`src/rtl/page_map_allocator_defines.svh`:
```
// ----------------------------------------------------------------------------
// page_map_allocator_defines.svh
// assertion macros shared by the page map allocator
// ----------------------------------------------------------------------------
`ifndef PAGE_MAP_ALLOCATOR_DEFINES_SVH
`define PAGE_MAP_ALLOCATOR_DEFINES_SVH

// same-cycle implication, checked outside reset
`define PMA_ASSERT_NOW(label, ante, cons) \
    label: assert property (@(posedge clk) disable iff (!rst_n) (ante) |-> (cons)) \
        else $error("page map allocator check failed");

// next-cycle implication, checked outside reset
`define PMA_ASSERT_NEXT(label, ante, cons) \
    label: assert property (@(posedge clk) disable iff (!rst_n) (ante) |=> (cons)) \
        else $error("page map allocator check failed");

`endif

```
`src/rtl/pma_pkg.sv`:
```
// ----------------------------------------------------------------------------
// pma_pkg
// shared types and constants of the page map allocator
// ----------------------------------------------------------------------------
package pma_pkg;

    localparam int PAGE_COUNT_DEF     = 1024;
    localparam int PAGE_SIZE_LOG2_DEF = 12;

    // request codes
    typedef enum logic [1:0] {
        REQ_MAP     = 2'd0,
        REQ_UNMAP   = 2'd1,
        REQ_PROTECT = 2'd2
    } req_t;

    // result status codes
    typedef enum logic [1:0] {
        STS_OK      = 2'd0,
        STS_NOSPACE = 2'd1,
        STS_INVALID = 2'd2,
        STS_PROT    = 2'd3
    } status_t;

    // controller states
    typedef enum logic [3:0] {
        S_CLEAR,
        S_IDLE,
        S_DECODE,
        S_MF_RD,
        S_MF_EV,
        S_MAP_POST,
        S_FF_RD,
        S_FF_EV,
        S_PCHK,
        S_MW,
        S_RG_RD,
        S_RG_EV,
        S_RG_POST,
        S_RW_RD,
        S_RW_EV,
        S_OUT
    } state_t;

    // controller to datapath commands
    typedef struct packed {
        logic    load;
        logic    clr_wr;
        logic    ptr_start;
        logic    ptr_one;
        logic    ptr_inc;
        logic    ok_set;
        logic    ok_clr;
        logic    flags_clr;
        logic    reg_eval;
        logic    ff_eval;
        logic    map_wr;
        logic    reg_wr;
        logic    res_set;
        logic    res_addr;
        status_t res_status;
        logic    push;
    } cmd_t;

    // datapath to controller status
    typedef struct packed {
        logic [1:0] req_type;
        logic       size_zero;
        logic       inrange;
        logic       end_hit;
        logic       ptr_last;
        logic       ptr_at_n;
        logic       entry_valid;
        logic       ok;
        logic       start_zero;
        logic       anywhere;
        logic       overwrite;
        logic       prot_ok;
        logic       not_mapped;
        logic       prot_fail;
        logic       ff_found;
        logic       out_free;
    } sts_t;

endpackage

```
`src/rtl/pma_controller.sv`:
```
// ----------------------------------------------------------------------------
// pma_controller
// sequencer for table clearing, region checks, first-fit search and writes
// ----------------------------------------------------------------------------
module pma_controller (
    input  logic          clk,
    input  logic          rst_n,
    input  logic          in_valid,
    output logic          in_ready,
    input  pma_pkg::sts_t sts,
    output pma_pkg::cmd_t cmd
);

    pma_pkg::state_t state_reg, state_next;
    logic            map_ok;

    // requested region usable as is
    assign map_ok = sts.ok && !(sts.start_zero && sts.anywhere);

    // state register
    always_ff @(posedge clk or negedge rst_n)
    begin
        if (!rst_n)
            state_reg <= pma_pkg::S_CLEAR;
        else
            state_reg <= state_next;
    end

    // next state
    always_comb
    begin
        state_next = state_reg;
        case (state_reg)
            pma_pkg::S_CLEAR:
                if (sts.ptr_last)
                    state_next = pma_pkg::S_IDLE;
            pma_pkg::S_IDLE:
                if (in_valid)
                    state_next = pma_pkg::S_DECODE;
            pma_pkg::S_DECODE:
                case (sts.req_type)
                    pma_pkg::REQ_MAP:
                        if (sts.size_zero)
                            state_next = pma_pkg::S_OUT;
                        else if (sts.inrange)
                            state_next = pma_pkg::S_MF_RD;
                        else
                            state_next = pma_pkg::S_MAP_POST;
                    pma_pkg::REQ_UNMAP, pma_pkg::REQ_PROTECT:
                        state_next = sts.inrange ? pma_pkg::S_RG_RD : pma_pkg::S_OUT;
                    default:
                        state_next = pma_pkg::S_OUT;
                endcase
            pma_pkg::S_MF_RD:
                state_next = sts.end_hit ? pma_pkg::S_MAP_POST : pma_pkg::S_MF_EV;
            pma_pkg::S_MF_EV:
                state_next = sts.entry_valid ? pma_pkg::S_MAP_POST : pma_pkg::S_MF_RD;
            pma_pkg::S_MAP_POST:
                if (map_ok)
                    state_next = pma_pkg::S_PCHK;
                else if (sts.anywhere)
                    state_next = pma_pkg::S_FF_RD;
                else if (sts.overwrite && sts.inrange)
                    state_next = pma_pkg::S_PCHK;
                else
                    state_next = pma_pkg::S_OUT;
            pma_pkg::S_FF_RD:
                // search exhausted: fall back to overwrite of the requested region if allowed and in range
                if (!sts.ptr_at_n)
                    state_next = pma_pkg::S_FF_EV;
                else if (sts.overwrite && sts.inrange)
                    state_next = pma_pkg::S_PCHK;
                else
                    state_next = pma_pkg::S_OUT;
            pma_pkg::S_FF_EV:
                state_next = sts.ff_found ? pma_pkg::S_PCHK : pma_pkg::S_FF_RD;
            pma_pkg::S_PCHK:
                state_next = sts.prot_ok ? pma_pkg::S_MW : pma_pkg::S_OUT;
            pma_pkg::S_MW:
                if (sts.end_hit)
                    state_next = pma_pkg::S_OUT;
            pma_pkg::S_RG_RD:
                state_next = sts.end_hit ? pma_pkg::S_RG_POST : pma_pkg::S_RG_EV;
            pma_pkg::S_RG_EV:
                state_next = pma_pkg::S_RG_RD;
            pma_pkg::S_RG_POST:
                if (sts.not_mapped
                    || (sts.req_type == pma_pkg::REQ_PROTECT && sts.prot_fail))
                    state_next = pma_pkg::S_OUT;
                else
                    state_next = pma_pkg::S_RW_RD;
            pma_pkg::S_RW_RD:
                state_next = sts.end_hit ? pma_pkg::S_OUT : pma_pkg::S_RW_EV;
            pma_pkg::S_RW_EV:
                state_next = pma_pkg::S_RW_RD;
            pma_pkg::S_OUT:
                if (sts.out_free)
                    state_next = pma_pkg::S_IDLE;
            default:
                state_next = pma_pkg::S_IDLE;
        endcase
    end

    // command outputs
    always_comb
    begin
        cmd            = '0;
        cmd.res_status = pma_pkg::STS_OK;
        in_ready       = 1'b0;
        case (state_reg)
            pma_pkg::S_CLEAR:
            begin
                cmd.clr_wr  = 1'b1;
                cmd.ptr_inc = 1'b1;
            end
            pma_pkg::S_IDLE:
            begin
                in_ready = 1'b1;
                cmd.load = in_valid;
            end
            pma_pkg::S_DECODE:
                case (sts.req_type)
                    pma_pkg::REQ_MAP:
                        if (sts.size_zero)
                            cmd.res_set = 1'b1;
                        else if (sts.inrange)
                        begin
                            cmd.ptr_start = 1'b1;
                            cmd.ok_set    = 1'b1;
                        end
                        else
                            cmd.ok_clr = 1'b1;
                    pma_pkg::REQ_UNMAP, pma_pkg::REQ_PROTECT:
                        if (sts.inrange)
                        begin
                            cmd.ptr_start = 1'b1;
                            cmd.flags_clr = 1'b1;
                        end
                        else
                        begin
                            cmd.res_set    = 1'b1;
                            cmd.res_status = pma_pkg::STS_INVALID;
                        end
                    default:
                    begin
                        cmd.res_set    = 1'b1;
                        cmd.res_status = pma_pkg::STS_INVALID;
                    end
                endcase
            pma_pkg::S_MF_EV:
                if (sts.entry_valid)
                    cmd.ok_clr = 1'b1;
                else
                    cmd.ptr_inc = 1'b1;
            pma_pkg::S_MAP_POST:
                if (!map_ok)
                begin
                    if (sts.anywhere)
                        cmd.ptr_one = 1'b1;
                    else if (!(sts.overwrite && sts.inrange))
                    begin
                        cmd.res_set    = 1'b1;
                        cmd.res_status = sts.inrange ? pma_pkg::STS_NOSPACE
                                                     : pma_pkg::STS_INVALID;
                    end
                end
            pma_pkg::S_FF_RD:
                if (sts.ptr_at_n && !(sts.overwrite && sts.inrange))
                begin
                    cmd.res_set    = 1'b1;
                    cmd.res_status = sts.overwrite ? pma_pkg::STS_INVALID
                                                   : pma_pkg::STS_NOSPACE;
                end
            pma_pkg::S_FF_EV:
            begin
                cmd.ff_eval = 1'b1;
                cmd.ptr_inc = 1'b1;
            end
            pma_pkg::S_PCHK:
                if (sts.prot_ok)
                    cmd.ptr_start = 1'b1;
                else
                begin
                    cmd.res_set    = 1'b1;
                    cmd.res_status = pma_pkg::STS_PROT;
                end
            pma_pkg::S_MW:
                if (sts.end_hit)
                begin
                    cmd.res_set  = 1'b1;
                    cmd.res_addr = 1'b1;
                end
                else
                begin
                    cmd.map_wr  = 1'b1;
                    cmd.ptr_inc = 1'b1;
                end
            pma_pkg::S_RG_EV:
            begin
                cmd.reg_eval = 1'b1;
                cmd.ptr_inc  = 1'b1;
            end
            pma_pkg::S_RG_POST:
                if (sts.not_mapped)
                begin
                    cmd.res_set    = 1'b1;
                    cmd.res_status = pma_pkg::STS_INVALID;
                end
                else if (sts.req_type == pma_pkg::REQ_PROTECT && sts.prot_fail)
                begin
                    cmd.res_set    = 1'b1;
                    cmd.res_status = pma_pkg::STS_PROT;
                end
                else
                    cmd.ptr_start = 1'b1;
            pma_pkg::S_RW_RD:
                if (sts.end_hit)
                    cmd.res_set = 1'b1;
            pma_pkg::S_RW_EV:
            begin
                cmd.reg_wr  = 1'b1;
                cmd.ptr_inc = 1'b1;
            end
            pma_pkg::S_OUT:
                cmd.push = sts.out_free;
            default:
                cmd = '0;
        endcase
    end

endmodule

```
`config.mk`:
```
export PLATFORM = sky130hd
export DESIGN_NAME = pma_controller
export DESIGN_NICKNAME = d
export VERILOG_FILES = /design/src/rtl/page_map_allocator_defines.svh /design/src/rtl/pma_pkg.sv /design/src/rtl/pma_controller.sv
export SDC_FILE = /design/constraint.sdc
export NUM_CORES = 1
export LEC_CHECK = 0
export BUFFER_PORTS_ARGS = -buffer_cell sky130_fd_sc_hd__clkbuf_2
export CAP_MARGIN = 20
export CORE_ASPECT_RATIO = 0.8
export CORE_MARGIN = 2
export CORE_UTILIZATION = 40
export CTS_CLUSTER_SIZE = 14
export DETAILED_ROUTE_END_ITERATION = 16
export PLACE_DENSITY = 0.69
export SYNTH_ARGS = -nofsm -noshare
export SYNTH_HDL_FRONTEND = slang
export SYNTH_SLANG_ARGS = --single-unit
```
`constraint.sdc`:
```
create_clock -name clk -period 1.4 [get_ports clk]
set_input_delay 0.07 -clock clk [delete_from_list [all_inputs] [get_ports clk]]
set_output_delay 0.07 -clock clk [all_outputs]
set_load 0.005 [all_outputs]
```
==> summary.md, run 1 <==
| Metric | Value |
|---|---|
| Hold Slack | 139 ps |
| Core Util, Final | 80.1% |
| DRC Markers | 0 |
| Hold-critical path endpoint | state_reg[0] |
| Global Route Usage Sum | 29.0% |
| Hold Crit Start | sts[11] |
| Synth top cells by count | nand2_1, nor2_1, inv_1, nor3_1, o21ai_0 |
| CTS tree | yes |
| Area share of the largest cell type after synthesis | 9.70% |
| Final hold vios | 0 |
| Storage cell area | 104 um^2 |
| Num CTS Buffers | 3 |
| GP Congestion | between 0.9 and 1 |
| Status | complete, but fails checks |
| #FFs+latches synth | 4 |
| Area grow syn2layout | 89.5% |
| Worst Setup Start Kind | register |
| Ys Warns | 0 |
| Max Transition Viols Final | 0 |
| Worst Path Class, Setup | register to primary output |
| Hold path depth | 3 |
| Final std cells w/o fill | between 200 and 300 |
| Pwr per Cell Area | 2110 nW/um^2 |
| Hold Crit Class | primary input to register |
| Synth area leader | dfrtp_1 |
| Synth Instances | 146 |
| EDFF count, synth | 0 |
| Mean post-synth cell area | 7.07 um^2 |
| Period minus WS final | about 1700 ps |
| Area of the multi-input gates | 1040 um^2 |
| Distinct cells, synth | 50 |
| Worst-path cell chain | buf_6 -> buf_4 -> nand2_1 -> or3_1 -> nand4_1 -> clkbuf_2 |
| Fmax | 580 MHz |
| Clk sinks | 4 |
| Gr ovfl total | 0 |
| Violated checks | setup timing |
| Max Root-Sink Buffers | 2 |
| CP max stage cell | dfrtp_2 |
| I/O Pins | 38 |
| Crit-path leading delay family | simple AND/OR/NAND/NOR gates |
| Area of the mapped netlist | 1030 um^2 |
| Final Worst Setup Slack | -326 ps |
| Cell Rows | 16 |
| Post-detail-place hpwl | 2830 um |
| PortBufs | 37 |
| Core area | 2440 um^2 |
| Dominant synthesized flop cell | dfrtp_1 |
| Worst reg2reg path startpoint | state_reg[0] |
| DRT iter0 DRCs | 159 |
| Post-Syn Nets | 170 |
| Pin count of the biggest net entering global routing | 13 |
| R2r setup slk | -310 ps |
| Clk_lat worst skew | 240 ps |
| Vias in the first global route | 1440 |
| Design area | 1960 um^2 |
| Die W | 60.8 um |
| Critical path arrival | 1660 ps |
| First-pass GRT wire length | 6620 um |
| CP required | around 1300 ps |
| Seq/Total Area, Yosys | 9.70% |
| Fin crit share | 123% |
| Avg WL per Cell | around 19 um |
| Starting Density | 42.3% |
| Rel. slew slack | 79.2% |
| Post-layout nets | between 200 and 300 |
| Root Driver | clkbuf_4 |
| DP Area | between 1000 and 1500 um^2 |
| Final setup fails | 21 |
| Diode count | 0 |
| Final Routed Wirelength | roughly 5000 um |
| Critical path peak fanout | 5 |
| Fraction of layout instances using a drive strength above 1 | between 60% and 70% |
| Post-DR vias/cell | 6.04 |
| Max FFs per register | 4 |
| Total number of vias | 1600 |
| Asr flop ratio synth | 100% |
| Fillers | between 150 and 200 |
| Least-Margin Pin Slew | 304 ps |
| Critical path buffers and inverters | 3 |
| Worst r2r dst | state_reg[0] |
| Top cells by area, synth | dfrtp_1, ha_1, nor3_1, o21ai_0, a21oi_1 |
| RSZ-0062 raised after global routing | true |
| Die area | 3010 um^2 |
| CP Capture Type | primary output |
| Worst IR drop on VDD | about 1100 uV |
| Leakage power | 0.920 nW |
| Max-cap violations | 0 |
| Die Ht | 49.4 um |
| Clock Pin Slew Worst Setup and Hold Paths | 40 ps |
| Post-DRT Antenna Nets | 0 |
| Post-Place Cells | 240 |
| CTS H-tree depth | 1 |
| Antenna violations before repair | 0 |
| Drt pass-1 iters | 5 |
| CP Depth | 6 |
| Post-Route Skew | 3.72 ps |
| CP peak stage delay | 400 ps |
| Worst reg-to-reg path cell count | 6 |
## placed cells by master (no fill, tap or decap), types with 4 or more instances in the layout
master,instances
nor2_1,7
ha_1,4
inv_1,9
buf_6,22
buf_2,11
clkbuf_2,25
buf_4,28
o21ai_0,8
a31oi_1,4
nand2_1,8
a21oi_1,8
nor3_2,5
## kinds of logic (layout without fill, tap and decap cells)
family          after synthesis  count (layout)  share of synthesized area (%)
fa+ha+maj                     4               4                           4.85
simple gates                 68              68                           37.9
mux                           2               2                           1.94
xor+xnor                      2               2                           1.70
buf+inv                      20             103                           11.5
compound gates               46              46                           32.4
flops                         4               4                           9.70
## what timing repair did
action	CTS	global route
gates cloned	0	0
hold endpoints to repair	4	0
gates resized for setup	37	59
setup endpoints to repair	21	21
pin swaps	10	18
hold buffers	1	0
buffers inserted	11	11
## layer usage
metal  GRT usage, %  part of all wire, %
met1           36.8                   41
met2           47.7                   48
met3           5.31                  7.9
met4           10.9                  3.8
met5              0                    0
## worst max path at each step
| stage | startpoint | end | slack [ps] |
|---|---|---|---|
| 4_1_cts | state_reg[3] | cmd[12] | -290 |
| 2_1_floorplan | state_reg[1] | state_reg[0] | 6 |
| 6_report | state_reg[3] | cmd[4] | -330 |
| 3_3_place_gp | state_reg[3] | state_reg[0] | -190 |
| 5_1_grt | state_reg[3] | cmd[1] | -380 |
| 3_5_place_dp | state_reg[3] | state_reg[0] | -190 |
## power breakdown
part | internal (mW) | leakage [nW] | switching [mW]
clock | 0.0961 | 0.0138 | 0.0510
combinational | 1.89 | 0.863 | 1.80
sequential | 0.189 | 0.0428 | 0.0888
## stage by stage
step	power, mW	TNS, ps	setup WS (ps)
after detailed placement	2.52	-1270	-191
after global routing	4.30	-5500	-376
final	4.12	-4430	-326
after CTS	3.18	-3200	-289
after floorplan	1.66	0	6.02
after global placement	2.47	-930	-186
## tightest hold or removal path, cell delays in order
cell and delay, ps:
clkbuf_2 70, or2b_1 80, o31a_1 110
## area by class of cell
class / instances / share of cell area [%]
inverter: 10 / 2.18
timing repair buffer: 90 / 36.0
multi-input combinational: 122 / 53.1
tap: 36 / 2.30
clock buffer: 3 / 1.15
sequential: 4 / 5.31
Power figures use the tool's default switching activity.
==> inputs of run 2 (changes only) <==
--- a/config.mk
+++ b/config.mk
@@ -6,12 +6,12 @@
 export NUM_CORES = 1
 export LEC_CHECK = 0
 export BUFFER_PORTS_ARGS = -buffer_cell sky130_fd_sc_hd__clkbuf_2
-export CAP_MARGIN = 20
 export CORE_ASPECT_RATIO = 0.8
 export CORE_MARGIN = 2
 export CORE_UTILIZATION = 40
 export CTS_CLUSTER_SIZE = 14
 export DETAILED_ROUTE_END_ITERATION = 16
+export MAX_ROUTING_LAYER = met4
 export PLACE_DENSITY = 0.69
 export SYNTH_ARGS = -nofsm -noshare
 export SYNTH_HDL_FRONTEND = slang
==> summary.md, run 2 (synthesized netlist as in run 1, its figures left out) <==
| Metric | Value |
|---|---|
| Fin crit share | 126% (+2.6 points) |
| Root Driver | clkbuf_4 |
| Final Worst Setup Slack | -363 ps (-37.0 ps) |
| R2r setup slk | -330 ps (-20 ps) |
| Rel. slew slack | 72.4% (-6.7 points) |
| DR top layer | met4 |
| Most common cell after layout, fill and taps aside | clkbuf_2 |
| Core Util, Final | 81.1% (+1.1 points) |
| Clk sinks | 4 (unchanged) |
| Met2 wire len | 2390 um (+0.93%) |
| GP Congestion | 0.893 (-2.6%) |
| Worst slack, placed | -199 ps (-7.81 ps) |
| Clk_lat worst skew | 230 ps (about the same) |
| Num CTS Buffers | 3 (unchanged) |
| Leakage power | 0.919 nW (about the same) |
| Worst Setup Start Kind | register |
| Post-layout power | 4.20 mW (+2.0%) |
| Violated checks | setup timing |
| Period minus WS final | 1760 ps (+37.0 ps) |
| Commonest cells after routing, fill and taps aside | clkbuf_2, buf_4, buf_6 |
| Hold Crit Class | primary input to register |
| Post-layout nets | 253 (-0.78%) |
| Max FFs per register | 4 (unchanged) |
| Worst Path Class, Setup | register to primary output |
| PortBufs | 37 (unchanged) |
| Clock Pin Slew Worst Setup and Hold Paths | 40 ps (about the same) |
| Antenna violations before repair | 0 (unchanged) |
| Final Routed Wirelength | 5020 um (+0.78%) |
| Worst IR drop on VDD | 1110 uV (+3.1%) |
| Final setup fails | 21 (unchanged) |
| Core area | 2440 um^2 (unchanged) |
| Final std cells w/o fill | 263 (-0.75%) |
| DRC Markers | 0 (unchanged) |
| Drt pass-1 iters | 6 (+1) |
| Final setup TNS | -4340 ps (+91.5 ps) |
| Max Root-Sink Buffers | 2 (unchanged) |
| Pwr per Cell Area | 2120 nW/um^2 (+0.69%) |
| DRT iter0 DRCs | 150 (-5.7%) |
| Fillers | 150 (-6.8%) |
| First-pass GRT wire length | 7140 um (+7.9%) |
| Least-Margin Pin Slew | 402 ps (+98.3 ps) |
| Final hold vios | 0 (unchanged) |
| CTS H-tree depth | 1 (unchanged) |
| Post-DR vias/cell | 6.13 (+1.6%) |
| Post-DRT Antenna Nets | 0 (unchanged) |
| Area grow syn2layout | 92.0% |
| Pin count of the biggest net entering global routing | 12 (-1) |
| Post-Place Cells | 242 (+0.83%) |
| Status | complete, but fails checks |
| Cell Rows | 16 (unchanged) |
| Avg WL per Cell | 19.1 um (+1.6%) |
| Diode count | 0 (unchanged) |
| Starting Density | 42.3% (unchanged) |
| CTS tree | yes |
| Critical path arrival | 1690 ps (+30 ps) |
| Gr ovfl total | 0 (unchanged) |
| Vias in the first global route | 1535 (+6.6%) |
| Die W | 60.8 um (unchanged) |
| Hold Crit Start | sts[11] |
| Critical path peak fanout | 4 (-1) |
| CP Capture Type | primary output |
| Max-cap violations | 0 (unchanged) |
| RSZ-0062 raised after global routing | true |
| CP Launch Point | state_reg[0] |
| Die area | 3010 um^2 (unchanged) |
| Post-detail-place hpwl | 2880 um (+1.6%) |
| Die Ht | 49.4 um (unchanged) |
| Routed wl met3 | 457 um (+16%) |
| Global Route Usage Sum | 31.8% (+2.8 points) |
| Max Transition Viols Final | 0 (unchanged) |
| Worst reg2reg path startpoint | state_reg[0] |
| Fmax | 567 MHz (-2.1%) |
| Fraction of layout instances using a drive strength above 1 | 60.4% (-0.78 points) |
| Wl on met1 | 1950 um (-3.4%) |
| Post-Route Skew | 3.33 ps (-0.387 ps) |
| Total number of vias | 1613 (+0.81%) |
| CP required | 1330 ps (about the same) |
| I/O Pins | 38 (unchanged) |
[run 2: path summary, 6_finish.rpt]
kind,to,cells past startpoint
worst max-delay path,cmd[2],7
worst min-delay path,state_reg[0],3
worst min register to register,state_reg[3],1
min in group asynchronous,state_reg[1],2
max in group asynchronous,state_reg[3],2
worst max register to register,state_reg[0],7
[run 2: what timing repair did]
action,in CTS,in global routing
endpoints found under the hold margin,4,0
endpoints found under the setup margin,21,20
gates resized for setup,56,41
hold buffers,1,0
buffers inserted,14,8
pin swaps,17,16
[run 2: per-layer routing]
metal	up-vias	global-route usage (%)
li1	710	-
met1	767	40.8
met2	112	52.3
met3	24	3.71
met4	0	8.33
met5	-	-
[run 2: final cells by class]
type                       instances  area (um^2)  share of cell area, %
multi-input combinational        122         1070                   53.9
timing repair buffer              88          702                   35.4
sequential                         4          104                   5.24
tap                               36         45.0                   2.27
inverter                          10         40.0                   2.02
clock buffer                       3         22.5                   1.14
[run 2: where the power goes]
group	internal (mW)	switching (mW)
Combinational	1.96	1.79
Sequential	0.189	0.109
Clock	0.0964	0.0536
[run 2: per-stage QoR]
| step | cell area, um^2 | hold slack (ps) |
|---|---|---|
| 2_1_floorplan | 1040 | -226 |
| 3_3_place_gp | 1430 | -120 |
| 3_5_place_dp | 1430 | -117 |
| 4_1_cts | 1830 | 161 |
| 5_1_grt | 1980 | 156 |
| 6_report | 1980 | 159 |
[run 2: critical path: stages (launching register included)]
cell and delay, ps:
dfrtp_2 430, buf_12 130, buf_8 120, nor3_4 300
buf_4 180, a22oi_2 50, o21ai_1 110, buf_2 140
